[config.mk]
export PLATFORM = sky130hd
export DESIGN_NAME = frequency_to_note_code
export DESIGN_NICKNAME = d
export VERILOG_FILES = /design/src/design/fnc_pkg.sv /design/src/design/fnc_div.sv /design/src/design/frequency_to_note_code.sv
export VERILOG_INCLUDE_DIRS = /design/src /design/src/design
export SDC_FILE = /design/constraint.sdc
export NUM_CORES = 1
export LEC_CHECK = 0
export ABC_AREA = 0
export BUFFER_PORTS_ARGS = -buffer_cell sky130_fd_sc_hd__buf_4
export CAP_MARGIN = 10
export CORE_ASPECT_RATIO = 0.75
export CORE_MARGIN = 2
export CORE_UTILIZATION = 30
export DETAILED_ROUTE_END_ITERATION = 6
export PLACE_DENSITY = 0.5
export SLEW_MARGIN = 15
export SYNTH_ARGS = -nofsm -noshare
export SYNTH_HDL_FRONTEND = slang
export SYNTH_HIERARCHICAL = 1
export SYNTH_SLANG_ARGS = --single-unit
[constraint.sdc]
create_clock -name clk -period 7.95 [get_ports clk]
set_input_delay 0.795 -clock clk [delete_from_list [all_inputs] [get_ports clk]]
set_output_delay 0.795 -clock clk [all_outputs]
set_load 0.1 [all_outputs]
[src/design/assert_macros.svh]
// assertion macros shared by the rtl files
// no dependencies; each macro takes its own clock and active-low reset
`ifndef ASSERT_MACROS_SVH
`define ASSERT_MACROS_SVH

// same-cycle implication
`define ASSERT_IMP(label, ck, rn, ante, cons) \
    label: assert property (@(posedge ck) disable iff (!rn) (ante) |-> (cons)) \
        else $error("same-cycle check failed");

// next-cycle implication
`define ASSERT_NXT(label, ck, rn, ante, cons) \
    label: assert property (@(posedge ck) disable iff (!rn) (ante) |=> (cons)) \
        else $error("next-cycle check failed");

`endif

[src/design/fnc_pkg.sv]
// shared constants and table functions for the frequency to note code block
// octave, semitone, fine and extra-fine step tables; no dependencies
package fnc_pkg;

    localparam int VAL_W = 32;
    localparam int DIV_W = 26;
    localparam int CODE_W = 16;

    typedef logic [VAL_W-1:0]  val_t;
    typedef logic [DIV_W-1:0]  step_t;
    typedef logic [CODE_W-1:0] code_t;
    typedef logic [3:0]        slot_t;
    typedef logic [1:0]        stage_t;

    localparam stage_t STAGE_OCT   = 2'd0;
    localparam stage_t STAGE_SEMI  = 2'd1;
    localparam stage_t STAGE_FINE  = 2'd2;
    localparam stage_t STAGE_XFINE = 2'd3;

    localparam code_t OCT_WEIGHT = 16'd3072;

    localparam step_t OCT_STEPS [16] = '{
        26'd2044, 26'd4088, 26'd8176, 26'd16352, 26'd32703, 26'd65406,
        26'd130813, 26'd261626, 26'd523251, 26'd1046502, 26'd2093005,
        26'd4186009, 26'd8372018, 26'd16744036, 26'd33488072, 26'd66976145
    };
    localparam step_t SEMI_STEPS [12] = '{
        26'd32768, 26'd34716, 26'd36781, 26'd38968, 26'd41285, 26'd43740,
        26'd46341, 26'd49097, 26'd52016, 26'd55109, 26'd58386, 26'd61858
    };
    localparam step_t FINE_STEPS [16] = '{
        26'd32768, 26'd32887, 26'd33005, 26'd33125, 26'd33245, 26'd33365,
        26'd33486, 26'd33607, 26'd33728, 26'd33850, 26'd33973, 26'd34095,
        26'd34219, 26'd34343, 26'd34467, 26'd34591
    };
    localparam step_t XFINE_STEPS [16] = '{
        26'd32768, 26'd32775, 26'd32783, 26'd32790, 26'd32798, 26'd32805,
        26'd32812, 26'd32820, 26'd32827, 26'd32835, 26'd32842, 26'd32849,
        26'd32857, 26'd32864, 26'd32872, 26'd32879
    };

    // last valid slot of each table
    function automatic slot_t last_slot(input stage_t stage);
        return (stage == STAGE_SEMI) ? 4'd11 : 4'd15;
    endfunction

    // table entry for a stage and slot
    function automatic step_t step_entry(input stage_t stage, input slot_t idx);
        step_t e;
        unique case (stage)
            STAGE_OCT:   e = OCT_STEPS[idx];
            STAGE_SEMI:  e = (idx < 4'd12) ? SEMI_STEPS[idx] : SEMI_STEPS[11];
            STAGE_FINE:  e = FINE_STEPS[idx];
            STAGE_XFINE: e = XFINE_STEPS[idx];
            default:     e = OCT_STEPS[idx];
        endcase
        return e;
    endfunction

    // first slot whose successor exceeds v, else the last slot
    function automatic slot_t find_slot(input stage_t stage, input val_t v);
        slot_t idx;
        slot_t lst;
        lst = last_slot(stage);
        idx = lst;
        for (int i = 15; i >= 1; i--) begin
            if (4'(i) <= lst && {{(VAL_W-DIV_W){1'b0}}, step_entry(stage, 4'(i))} > v)
            begin
                idx = 4'(i - 1);
            end
        end
        return idx;
    endfunction

endpackage

[src/design/fnc_div.sv]
// bit-serial restoring divider: quot = floor(dividend * 32768 / divisor)
// one quotient bit per cycle; depends on fnc_pkg and assert_macros.svh
`include "assert_macros.svh"

module fnc_div (
    input  logic           clk,
    input  logic           rst_n,
    input  logic           start,
    input  fnc_pkg::val_t  dividend,
    input  fnc_pkg::step_t divisor,
    output logic           done,
    output fnc_pkg::val_t  quot
);
    import fnc_pkg::*;

    // scaled dividend is dividend followed by 15 zero bits; the quotient
    // fits in 32 bits, so the top 15 dividend bits start as the remainder
    localparam int SCALE_SH = 15;

    logic            busy_reg,  busy_next;
    logic            done_reg,  done_next;
    logic [4:0]      cnt_reg,   cnt_next;
    step_t           rem_reg,   rem_next;
    step_t           den_reg,   den_next;
    val_t            dq_reg,    dq_next;

    logic [DIV_W:0]  trial;
    logic            ge;

    // one restoring step
    assign trial = {rem_reg, dq_reg[VAL_W-1]};
    assign ge    = trial >= {1'b0, den_reg};

    always_comb
    begin
        busy_next = busy_reg;
        done_next = 1'b0;
        cnt_next  = cnt_reg;
        rem_next  = rem_reg;
        den_next  = den_reg;
        dq_next   = dq_reg;
        if (start)
        begin
            busy_next = 1'b1;
            cnt_next  = '0;
            rem_next  = {{(DIV_W-SCALE_SH){1'b0}},
                         dividend[VAL_W-1:VAL_W-SCALE_SH]};
            den_next  = divisor;
            dq_next   = {dividend[VAL_W-SCALE_SH-1:0], {SCALE_SH{1'b0}}};
        end
        else if (busy_reg)
        begin
            rem_next = ge ? DIV_W'(trial - {1'b0, den_reg}) : trial[DIV_W-1:0];
            dq_next  = {dq_reg[VAL_W-2:0], ge};
            cnt_next = cnt_reg + 5'd1;
            if (cnt_reg == 5'd31)
            begin
                busy_next = 1'b0;
                done_next = 1'b1;
            end
        end
    end

    // control state
    always_ff @(posedge clk or negedge rst_n)
    begin
        if (!rst_n)
        begin
            busy_reg <= 1'b0;
            done_reg <= 1'b0;
            cnt_reg  <= '0;
        end
        else
        begin
            busy_reg <= busy_next;
            done_reg <= done_next;
            cnt_reg  <= cnt_next;
        end
    end

    // datapath
    always_ff @(posedge clk)
    begin
        rem_reg <= rem_next;
        den_reg <= den_next;
        dq_reg  <= dq_next;
    end

    assign done = done_reg;
    assign quot = dq_reg;

    `ASSERT_IMP(a_start_idle, clk, rst_n, start, !busy_reg)
    `ASSERT_IMP(a_done_idle, clk, rst_n, done_reg, !busy_reg)

endmodule

[src/design/frequency_to_note_code.sv]
// frequency to note code converter, top level
// uses fnc_pkg, fnc_div and assert_macros.svh
//
// input channel: freq_valid / freq_stall carry freq_millihz, a frequency in
// millihertz. output channel: note_valid / note_stall carry note_code, a
// 16-bit pitch code (octave, semitone, fine and extra-fine digits).
// a beat moves on a rising edge with valid high and stall low.
// one item is in work at a time: freq_stall is high from the accepting edge
// until the sequencer is back in idle. after the accepting edge come three
// table searches, each followed by a 32-step rescale in the shared
// bit-serial divider, then one last search and the finish state, which loads
// the result register and raises note_valid once the register is free.
// the result register parts the two sides: a new item is accepted while a
// result still waits; if note_stall holds the result, the next finished
// item waits in the sequencer until the register frees up.
// reset clears the sequencer, the divider and the output valid; no item
// or result survives it, and the block is ready as soon as reset is released.
`include "assert_macros.svh"

module frequency_to_note_code (
    input  logic           clk,
    input  logic           rst_n,
    input  logic           freq_valid,
    output logic           freq_stall,
    input  logic [31:0]    freq_millihz,
    output logic           note_valid,
    input  logic           note_stall,
    output logic [15:0]    note_code
);
    import fnc_pkg::*;

    localparam logic [1:0] ST_IDLE   = 2'd0;
    localparam logic [1:0] ST_SEARCH = 2'd1;
    localparam logic [1:0] ST_DIV    = 2'd2;
    localparam logic [1:0] ST_FINISH = 2'd3;

    logic [1:0]  state_reg, state_next;
    stage_t      stage_reg, stage_next;
    val_t        val_reg,   val_next;
    code_t       code_reg,  code_next;
    logic        nv_reg,    nv_next;
    code_t       nc_reg,    nc_next;

    logic        accept;
    slot_t       slot;
    code_t       digit;
    logic        div_start;
    logic        div_done;
    val_t        div_quot;

    assign accept = freq_valid && !freq_stall;
    assign slot   = find_slot(stage_reg, val_reg);

    // weighted digit for the current stage
    always_comb
    begin
        unique case (stage_reg)
            STAGE_OCT:   digit = CODE_W'(slot * OCT_WEIGHT) - OCT_WEIGHT;
            STAGE_SEMI:  digit = {4'b0, slot, 8'b0};
            STAGE_FINE:  digit = {8'b0, slot, 4'b0};
            STAGE_XFINE: digit = {12'b0, slot};
            default:     digit = '0;
        endcase
    end

    // shared rescale unit
    fnc_div u_div (
        .clk      (clk),
        .rst_n    (rst_n),
        .start    (div_start),
        .dividend (val_reg),
        .divisor  (step_entry(stage_reg, slot)),
        .done     (div_done),
        .quot     (div_quot)
    );

    // sequencer
    always_comb
    begin
        state_next = state_reg;
        stage_next = stage_reg;
        val_next   = val_reg;
        code_next  = code_reg;
        nv_next    = nv_reg;
        nc_next    = nc_reg;
        div_start  = 1'b0;
        if (nv_reg && !note_stall)
        begin
            nv_next = 1'b0;
        end
        unique case (state_reg)
            ST_IDLE:
            begin
                if (accept)
                begin
                    val_next   = freq_millihz;
                    stage_next = STAGE_OCT;
                    code_next  = '0;
                    state_next = ST_SEARCH;
                end
            end
            ST_SEARCH:
            begin
                code_next = code_reg + digit;
                if (stage_reg == STAGE_XFINE)
                begin
                    state_next = ST_FINISH;
                end
                else
                begin
                    div_start  = 1'b1;
                    state_next = ST_DIV;
                end
            end
            ST_DIV:
            begin
                if (div_done)
                begin
                    val_next   = div_quot;
                    stage_next = stage_reg + 2'd1;
                    state_next = ST_SEARCH;
                end
            end
            ST_FINISH:
            begin
                if (!nv_reg || !note_stall)
                begin
                    nv_next    = 1'b1;
                    nc_next    = code_reg;
                    state_next = ST_IDLE;
                end
            end
            default:
            begin
                state_next = ST_IDLE;
            end
        endcase
    end

    // control state
    always_ff @(posedge clk or negedge rst_n)
    begin
        if (!rst_n)
        begin
            state_reg <= ST_IDLE;
            nv_reg    <= 1'b0;
        end
        else
        begin
            state_reg <= state_next;
            nv_reg    <= nv_next;
        end
    end

    // datapath
    always_ff @(posedge clk)
    begin
        stage_reg <= stage_next;
        val_reg   <= val_next;
        code_reg  <= code_next;
        nc_reg    <= nc_next;
    end

    assign freq_stall = (state_reg != ST_IDLE);
    assign note_valid = nv_reg;
    assign note_code  = nc_reg;

    `ASSERT_NXT(a_accept_busy, clk, rst_n, accept, freq_stall)
    `ASSERT_IMP(a_done_in_div, clk, rst_n, div_done, state_reg == ST_DIV)
    `ASSERT_NXT(a_finish_loads, clk, rst_n, (state_reg == ST_FINISH) && !nv_reg,
                nv_reg && (state_reg == ST_IDLE))

endmodule
# ---- Word level (Yosys, flattened, before mapping)
# Memory sizes are Yosys's and may differ from the RTL's.
# Index checks and enable logic that the tools add are counted.
dict set report word_totals {
  ff_bits 160
  romBits 1664
  in_bits 36
  output_inout_bits 18
  elab_cells 172
  n_memories 4
}
dict set report op_classes {
  n_addsub 5
  n_mul 1
  order_cmp 33
  n_eq_ne 10
  mux 73
  n_bitwise 1
  n_reduce_logical 31
}
# memory depth word_bits read_ports rd_clocked_by_memory_dff wr line
set mem_list {}
lappend mem_list {{(no name shown)} 16 26 1 0 0 fnc_pkg.sv:55} ;# default: e = OCT_STEPS[idx];
lappend mem_list {{(no name shown)} 16 26 1 0 0 fnc_pkg.sv:54} ;# STAGE_XFINE: e = XFINE_STEPS[idx];
lappend mem_list {{(no name shown)} 16 26 1 0 0 fnc_pkg.sv:53} ;# STAGE_FINE: e = FINE_STEPS[idx];
lappend mem_list {{(no name shown)} 16 26 1 0 0 fnc_pkg.sv:52} ;# STAGE_SEMI: e = (idx < 4'd12) ? SEMI_STEPS[idx] : SEMI_STEPS[11];
# cell n
set op_table {}
lappend op_table {{$pmux W26 S4} 16}
lappend op_table {{$gt A26 B32 Y1} 15}
lappend op_table {{$mux W26} 10}
lappend op_table {{$mux W32} 4}
lappend op_table {{$pmux W16 S4} 1}
lappend op_table {{$pmux W32 S2} 1}
lappend op_table {{$mux W4} 14}
lappend op_table {{$le A4 B4 Y1 const A} 8}
lappend op_table {{$pmux W16 S2} 1}
lappend op_table {{$mux W15} 2}
lappend op_table {{$ge A27 B26 Y1} 1}
lappend op_table {{$sub A26 B26 Y26} 1}
lappend op_table {{$logic_and A1 B1 Y1} 17}
lappend op_table {{$add A16 B16 Y16} 1}
lappend op_table {{$le A3 B4 Y1 const A} 4}
lappend op_table {{$mux W16} 1}
lappend op_table {{$sub A16 B12 Y16 const B} 1}
lappend op_table {{$mux W1} 12}
lappend op_table {{$mux W2} 5}
lappend op_table {{$mux W5} 2}
lappend op_table {{$eq A2 B2 Y1 const B} 4}
lappend op_table {{$le A2 B4 Y1 const A} 2}
lappend op_table {{$pmux W2 S4} 1}
lappend op_table {{$reduce_bool A2 Y1} 4}
lappend op_table {{18 further kinds} 26}

# ---- Logic depth before layout (Yosys ltp)
# Gate-level depths: netlist (run 1).
dict set report logic_depth {
  depth_word 25
  ltp_mapped 32
  mapped_depth_nobuf 29
}

# ---- By module
# The synthesis (run 1) kept the hierarchy.
# mod instances cells_each area_per_inst_um2 seq_area_each_um2
set modules_own_cells {}
lappend modules_own_cells {frequency_to_note_code 1 1227 9542.9 2057.0}
lappend modules_own_cells {fnc_div 1 495 5114.9 2437.3}

# ---- Worst setup path before layout (run 1)
# No wires, ideal clock.
dict set report synth_timing {
  path_type {register to register}
  start {register stage_reg[1]}
  end {register code_reg[15], data pin}
  setup_ns 0.259
  t_arrival_ns 6.603
  required_ns 7.691
  slack_ns 1.088
  stages_incl_launch_ff 29
  n_path_buf 3
  synth_period_minus_slack_ns 6.862
  cell_sequence {edfxtp_1 > inv_1 > ha_1 > clkbuf_1 > buf_1 > or2_2 > ha_1 > buf_2 > a21o_1 > a211o_1 > or3_1 > o311a_1 > nor2_1 > a211oi_1 > o21ai_2 > inv_1 > ha_1 > fa_1 > xnor2_1 > nand2b_1 > nor2_1 > xnor2_1 > nor2_1 > ha_1 > a21o_1 > a31oi_1 > nand3b_1 > a22o_1 > nand2_1}
}
dict set report synth_via {
  elab_chain_cells 24
  elab_cells_between_ends 85
  classes_between {add/sub (2); mul (1); order compare (30); eq/ne (3); mux (33); reduce/logical (16)}
}
# element line
set synth_lines {}
lappend synth_lines {{start, declared} frequency_to_note_code.sv:38} ;# stage_t stage_reg, stage_next;
lappend synth_lines {{start signal, assigned} frequency_to_note_code.sv:158} ;# stage_reg <= stage_next;
lappend synth_lines {{$eq A2 B2 Y1, or another cell as far along} {fnc_pkg.sv:50, frequency_to_note_code.sv:57}}
lappend synth_lines {{$pmux W26 S4 or $mux W3 (tied branches)} {fnc_pkg.sv:50, fnc_pkg.sv:44}}
lappend synth_lines {{$gt A26 B32 Y1 or $le A4 B4 Y1 (tied branches)} fnc_pkg.sv:67} ;# if (4'(i) <= lst && {{(VAL_W-DIV_W){1'b0}}, step_entry(stage, 4'(i))} > v)
lappend synth_lines {{$logic_and A1 B1 Y1} fnc_pkg.sv:67}
lappend synth_lines {{$mux W3} fnc_pkg.sv:67}
lappend synth_lines {{$mux W4 (14 in series)} fnc_pkg.sv:67}
lappend synth_lines {{$mul A4 B2 Y6} frequency_to_note_code.sv:58} ;# STAGE_OCT: digit = CODE_W'(slot * OCT_WEIGHT) - OCT_WEIGHT;
lappend synth_lines {{$sub A16 B12 Y16} frequency_to_note_code.sv:58}
lappend synth_lines {{$pmux W16 S4 (*)} frequency_to_note_code.sv:57} ;# unique case (stage_reg)
lappend synth_lines {{$add A16 B16 Y16 (*)} frequency_to_note_code.sv:104} ;# code_next = code_reg + digit;
lappend synth_lines {{$pmux W16 S2 (*)} frequency_to_note_code.sv:91} ;# unique case (state_reg)
lappend synth_lines {{end signal, assigned} frequency_to_note_code.sv:160} ;# code_reg <= code_next;
lappend synth_lines {{end, declared} frequency_to_note_code.sv:40} ;# code_t code_reg, code_next;
# Mark *: on every way between the ends. The rest lies on a longest branch, timed or not. The select of a mux whose other input is x is not followed.
# A chain may end at the register's enable or synchronous reset.

# ---- Worst setup path after layout (run 1)
# Ends and elaborated chain as after synthesis.

==> results_dict.tcl, run 1 <==
set metrics [dict create \
    outcome "completed" \
    cp_slowest_cell "a221oi_1" \
    synthTopCellsByArea "edfxtp_1 (25%), ha_1 (13%), nand2_1 (5.4%)" \
    dp_cells 2389 \
    ys.flop_type "edfxtp_1" \
    io_buffers 53 \
    fin_skew_ns 0.0178 \
    synthArstFlopShare_pct 6.25 \
    reg2reg_to "code_reg[15]$_SDFFCE_PN0P_" \
    crit_required_ns 8.15 \
    cp_common_cell "inv_1" \
    finalHoldViolations 0 \
    wl_met1_um 26400 \
    finalNetCount 1950 \
    cts.sinks 160 \
    drive_gt1_share_pct 11.1 \
    yosysSeqAreaShare_pct 30.7 \
    routed.top_layer "met4" \
    cts.htree.levels 4 \
    clk_pin_slew_ns 0.07 \
    cts_made_buffers 17 \
    grt_pass1_vias 13100 \
    synthCells 1722 \
    synth_warnings 6 \
    ff_latch_area_sq_mm 0.00450 \
    io_pins 54 \
    synthesis.nets 1912 \
    groute.usage.overall_pct 20.7 \
    wl_met3_um 5450 \
    crit_fanout 11 \
    drc 0 \
    core_sq_mm 0.0485 \
    grt_overflow 0 \
    vias 13800 \
    regToRegSetupSlack_ns 0.59 \
    dr.pass1.iters 5 \
    antenna_found_initial 0 \
    diodes 0 \
    wire_per_inst_um 21.8 \
    synth_most_common_cell "nand2_1" \
    die_x_um 259 \
    post_cts_buffers 0 \
    leakagePower_nw 6.93 \
    syn_to_final_growth_pct 12.6 \
    synth_edf_count 124 \
    cp-end-kind "flip-flop" \
    worstRegToRegCells 28 \
    postLayoutCoreUtil_pct 34.0 \
    via_per_inst 5.70 \
    fmax_mhz 136 \
    synth_top_cell_area_share_pct 25.4 \
    rsz0062_at_grt "false" \
    start_util_pct 30.2 \
    yosysTopAreaCell "edfxtp_1" \
    hpwlAfterDp_um 40500 \
    avgSynthCellArea_sq_um 8.51 \
    min_period_ns 7.36 \
    finalMaxSlewViolations 0 \
    die_h_um 195 \
    synth_area_sq_mm 0.0147 \
    final.setup.tns_ns 0 \
    synthTopCellsByCount "nand2_1 (211), nor2_1 (152), ha_1 (150)" \
    drv_cap 0 \
    fin_cells 2421 \
    cts_root_buf "clkbuf_16" \
    finalSetupViolCount 0 \
    ys_ff_latch 160 \
    cts_tree "built" \
    grt_first_pass_wirelength_um 80500 \
    p_per_area_mw_per_mm2 398 \
    crit_arrival_ns 7.56 \
    start_kind "flip-flop" \
    dieArea_sq_mm 0.0507 \
    worst_r2r_startpoint "stage_reg[1]$_SDFFCE_PN0P_" \
    final_antenna_net_count 0 \
    min_path_type "primary input to async pin" \
    cpPeakStageDelay_ns 0.61 \
    grt_max_degree 77 \
    nFillCells 5134 \
    multi_input_area_sq_mm 0.00944 \
    critPathKind "flip-flop to flip-flop" \
    tightest_slew_ns 1.14 \
    irDropWorstVdd_mv 0.172 \
    worstSkewPairLatency_ns 0.45 \
    wl_um 52900 \
    slew_headroom_pct 24.0 \
    cts.path.max_buffers 2 \
    drt-initial-drc-count 1485 \
    synthDistinctLibCells 98 \
    core.rowCount 70 \
    routabilityCongestion 1.10 \
    wl_met2_um 20500 \
    fin_crit_sh_pct 92.6 \
]
## how the worst max path moves through the flow
stage	endpoint	slack, ns	from	cells after the start
after CTS	code_reg[15]$_SDFFCE_PN0P_	0.61	stage_reg[1]$_SDFFCE_PN0P_	28
after global routing	code_reg[15]$_SDFFCE_PN0P_	0.04	stage_reg[1]$_SDFFCE_PN0P_	28
after global placement	code_reg[15]$_SDFFCE_PN0P_	0.70	stage_reg[1]$_SDFFCE_PN0P_	28
final	code_reg[15]$_SDFFCE_PN0P_	0.59	stage_reg[1]$_SDFFCE_PN0P_	28
after floorplan	code_reg[15]$_SDFFCE_PN0P_	1.09	stage_reg[1]$_SDFFCE_PN0P_	28
after detailed placement	code_reg[15]$_SDFFCE_PN0P_	0.66	stage_reg[1]$_SDFFCE_PN0P_	28
## routing by layer
layer  vias up  track usage [%]
met2       612             27.8
met3        48             5.66
met1      6640             32.3
met4         0             4.11
li1       6489                -
met5         -                0
## logic make-up (layout without fill, tap and decap cells)
family                     count (synthesis)  in the layout  share of synthesized area [%]
AOI/OAI and AO/OA                        470            470                           22.2
and+or+nand+nor                          659            659                           22.5
buffers and inverters                    184            235                           5.18
DFF                                      160            160                           30.7
xor gates and xnor gates                  46             46                           2.75
adders and majority gates                154            154                           13.4
muxes                                     49             49                           3.39
## cell type report
| class | count | area share, % |
|---|---|---|
| Multi-Input combinational cell | 1378 | 57.2 |
| Sequential cell | 160 | 27.2 |
| Timing Repair Buffer | 108 | 4.91 |
| Tap cell | 648 | 4.91 |
| Clock buffer | 18 | 2.60 |
| Inverter | 95 | 2.16 |
| Clock inverter | 14 | 1.02 |
## placed cells by master (no fill, tap or decap), drive strengths merged, types with 15 or more instances in the layout
master,n
nor2,153
dfxtp,26
inv,103
nor3,40
mux2i,44
edfxtp,124
a21o,30
a211oi,28
clkbuf,18
nand2,212
buf,108
o21ai,88
xnor2,26
nor2b,28
o31ai,15
and3,20
ha,150
o211ai,21
nand2b,27
nand3,40
xor2,20
nand4,30
a22o,18
or3,16
a21oi,110
## per-stage QoR
step	total power [mW]	worst slack (ns)	hold WS (ns)	instance area (sq um)
6_report	6.57	0.592	0.170	16500
5_1_grt	7.05	0.0380	0.158	16500
4_1_cts	6.52	0.606	0.148	16500
3_5_place_dp	5.64	0.662	0.459	15900
3_3_place_gp	5.65	0.701	0.458	15900
2_1_floorplan	4.49	1.09	0.433	14700
## report_power, final
group,internal [mW],switching (mW)
logic,1.49,2.60
clock network,0.450,0.386
registers,1.36,0.284
total,3.30,3.27
## worst max-delay path, delay by kind of cell, from the launching register on
| kind | cells | cell delay, ns |
|---|---|---|
| buffers and inverters | 4 | 0.55 |
| and+or+nand+nor | 4 | 0.58 |
| DFF | 1 | 0.48 |
| adders and majority gates | 3 | 0.99 |
| AOI/OAI and AO/OA | 17 | 4.52 |
## repair_timing
action	in CTS	in global routing
gates resized for setup	0	1
endpoints found under the setup margin	0	2
hold buffers	0	0
(Power assumes the default switching activity.)
==> inputs of run 2 (changes only) <==
CORE_UTILIZATION = 40   (was 30)
PLACE_DENSITY = 0.61   (was 0.5)
==> run 2 against run 1 <==
Non-clock buffer count decreased by 14. Sequential share of layout area increased by 0.53 points. Die area decreased by 25%. Final cell count decreased by 8.1%. Flip-flop and latch count unchanged. Via count increased by 0.89%. First-iteration DRC count increased by 14%. Combinational power decreased by 1%. Total power decreased by 0.24%. Maximum frequency decreased by 1.8%. Sequential power about the same. Clock power increased by 1%.
==> results_dict.tcl, run 2 (synthesis gave the netlist of run 1 again) <==
set metrics [dict create \
    crit_arrival_ns 7.69 \
    final_antenna_net_count 0 \
    cts_tree "built" \
    drv_cap 0 \
    grt_overflow 0 \
    fin_cells 2224 \
    outcome "completed" \
    dieArea_sq_mm 0.0382 \
    critPathKind "flip-flop to flip-flop" \
    cts.sinks 160 \
    cts_root_buf "clkbuf_16" \
    syn_to_final_growth_pct 10.5 \
    grt_first_pass_wirelength_um 78100 \
    most-common-layout-cells "nand2_1 (211), nor2_1 (150), ha_1 (149)" \
    finalHoldViolations 0 \
    drc 0 \
    fin_skew_ns 0.0143 \
    worst_slack_ns 0.455 \
    routabilityCongestion 1.01 \
    mostFrequentLayoutCell "nand2_1" \
    via_per_inst 6.26 \
    tightest_slew_ns 1.03 \
    fin_crit_sh_pct 94.3 \
    finalMaxSlewViolations 0 \
    place_ws_ns 0.857 \
    irDropWorstVdd_mv 0.166 \
    start_util_pct 40.8 \
    core_sq_mm 0.0360 \
    dr.pass1.iters 5 \
    finalNetCount 1936 \
    vias 13900 \
    leakagePower_nw 6.87 \
    worstRegToRegCells 29 \
    hpwlAfterDp_um 38800 \
    cts.htree.levels 4 \
    final.setup.tns_ns 0 \
    slew_headroom_pct 30.6 \
    grt_max_degree 83 \
    drt-initial-drc-count 1688 \
    holdWs_ns 0.178 \
    crit_required_ns 8.15 \
    rsz0062_at_grt "false" \
    diodes 0 \
    post_cts_buffers 0 \
    die_x_um 225 \
    p_per_area_mw_per_mm2 405 \
    min_path_type "primary input to async pin" \
    groute.usage.overall_pct 26.8 \
    io_buffers 53 \
    cpPeakStageDelay_ns 0.60 \
    core.rowCount 60 \
    cts.path.max_buffers 2 \
    postCtsHoldBufs 0 \
    dp_cells 2191 \
    crit_fanout 10 \
    cp_common_cell "inv_1" \
    antenna_found_initial 1 \
    wl_um 51300 \
    p_total_mw 6.56 \
    finalSetupViolCount 0 \
    grt_pass1_vias 13000 \
    post_cts_resized 0 \
    drive_gt1_share_pct 10.3 \
    cp-end-kind "flip-flop" \
    cts_made_buffers 17 \
    start_kind "flip-flop" \
    fmax_mhz 133 \
    wire_per_inst_um 23.0 \
    io_pins 54 \
    worstSkewPairLatency_ns 0.45 \
    clk_pin_slew_ns 0.07 \
    cp_slowest_cell "a221oi_1" \
    min_period_ns 7.49 \
    die_h_um 170 \
]
==> run 2: cell count changes in the layout (fill, tap and decap cells not counted), sizes merged <==
cell      previous run  this run
buf                108        94
bufinv               1         0
clkinv               5         2
clkinvlp             0         2
inv                103       105
==> run 2: per-layer routing <==
metal  vias to the layer above  wire, um  global-route usage, %
li1                       6454         -                      -
met2                       728     20000                   37.0
met1                      6640     24400                   40.3
met4                         0       882                   6.16
met5                         -         0                      0
met3                        90      5900                   8.02
==> run 2: path summary, 6_finish.rpt <==
kind / start / slack (ns) / endpoint
worst min register to register: code_reg[2]$_SDFFCE_PN0P_ / 0.46 / note_code[2]$_DFFE_PP_
worst min-delay path: rst_n / 0.18 / u_div/cnt_reg[2]$_DFFE_PN0P_
worst max register to register: stage_reg[0]$_SDFFCE_PN0P_ / 0.46 / code_reg[15]$_SDFFCE_PN0P_
max in group asynchronous: rst_n / 7.59 / u_div/busy_reg$_DFF_PN0_
min in group clk: code_reg[2]$_SDFFCE_PN0P_ / 0.46 / note_code[2]$_DFFE_PP_
worst max-delay path: stage_reg[0]$_SDFFCE_PN0P_ / 0.46 / code_reg[15]$_SDFFCE_PN0P_
==> run 2: area by class of cell <==
class,count,area (sq um)
sequential,160,4500
inverter,95,357
multi-input combinational,1378,9440
tap,465,582
fill,3488,19800
clock inverter,14,155
clock buffer,18,450
timing repair buffer,94,718
==> run 2: critical path: cells and delay by family (launching register included) <==
| family | cells | cell delay, ns |
|---|---|---|
| compound gates | 17 | 4.62 |
| fa+ha+maj | 3 | 0.79 |
| simple gates | 4 | 0.47 |
| flops | 1 | 0.47 |
| buf+inv | 5 | 0.90 |
==> run 2: power breakdown <==
group / internal (mW) / leakage, nW / switching, mW
Clock: 0.442 / 0.293 / 0.404
Combinational: 1.48 / 5.01 / 2.56
Sequential: 1.36 / 1.57 / 0.309
==> run 2: per-stage QoR <==
step	util, %	instance area [sq um]
final	45.0	16200
after floorplan	-	14700
after CTS	45.0	16200
after detailed placement	43.3	15600
after global routing	45.0	16200
after global placement	43.3	15600
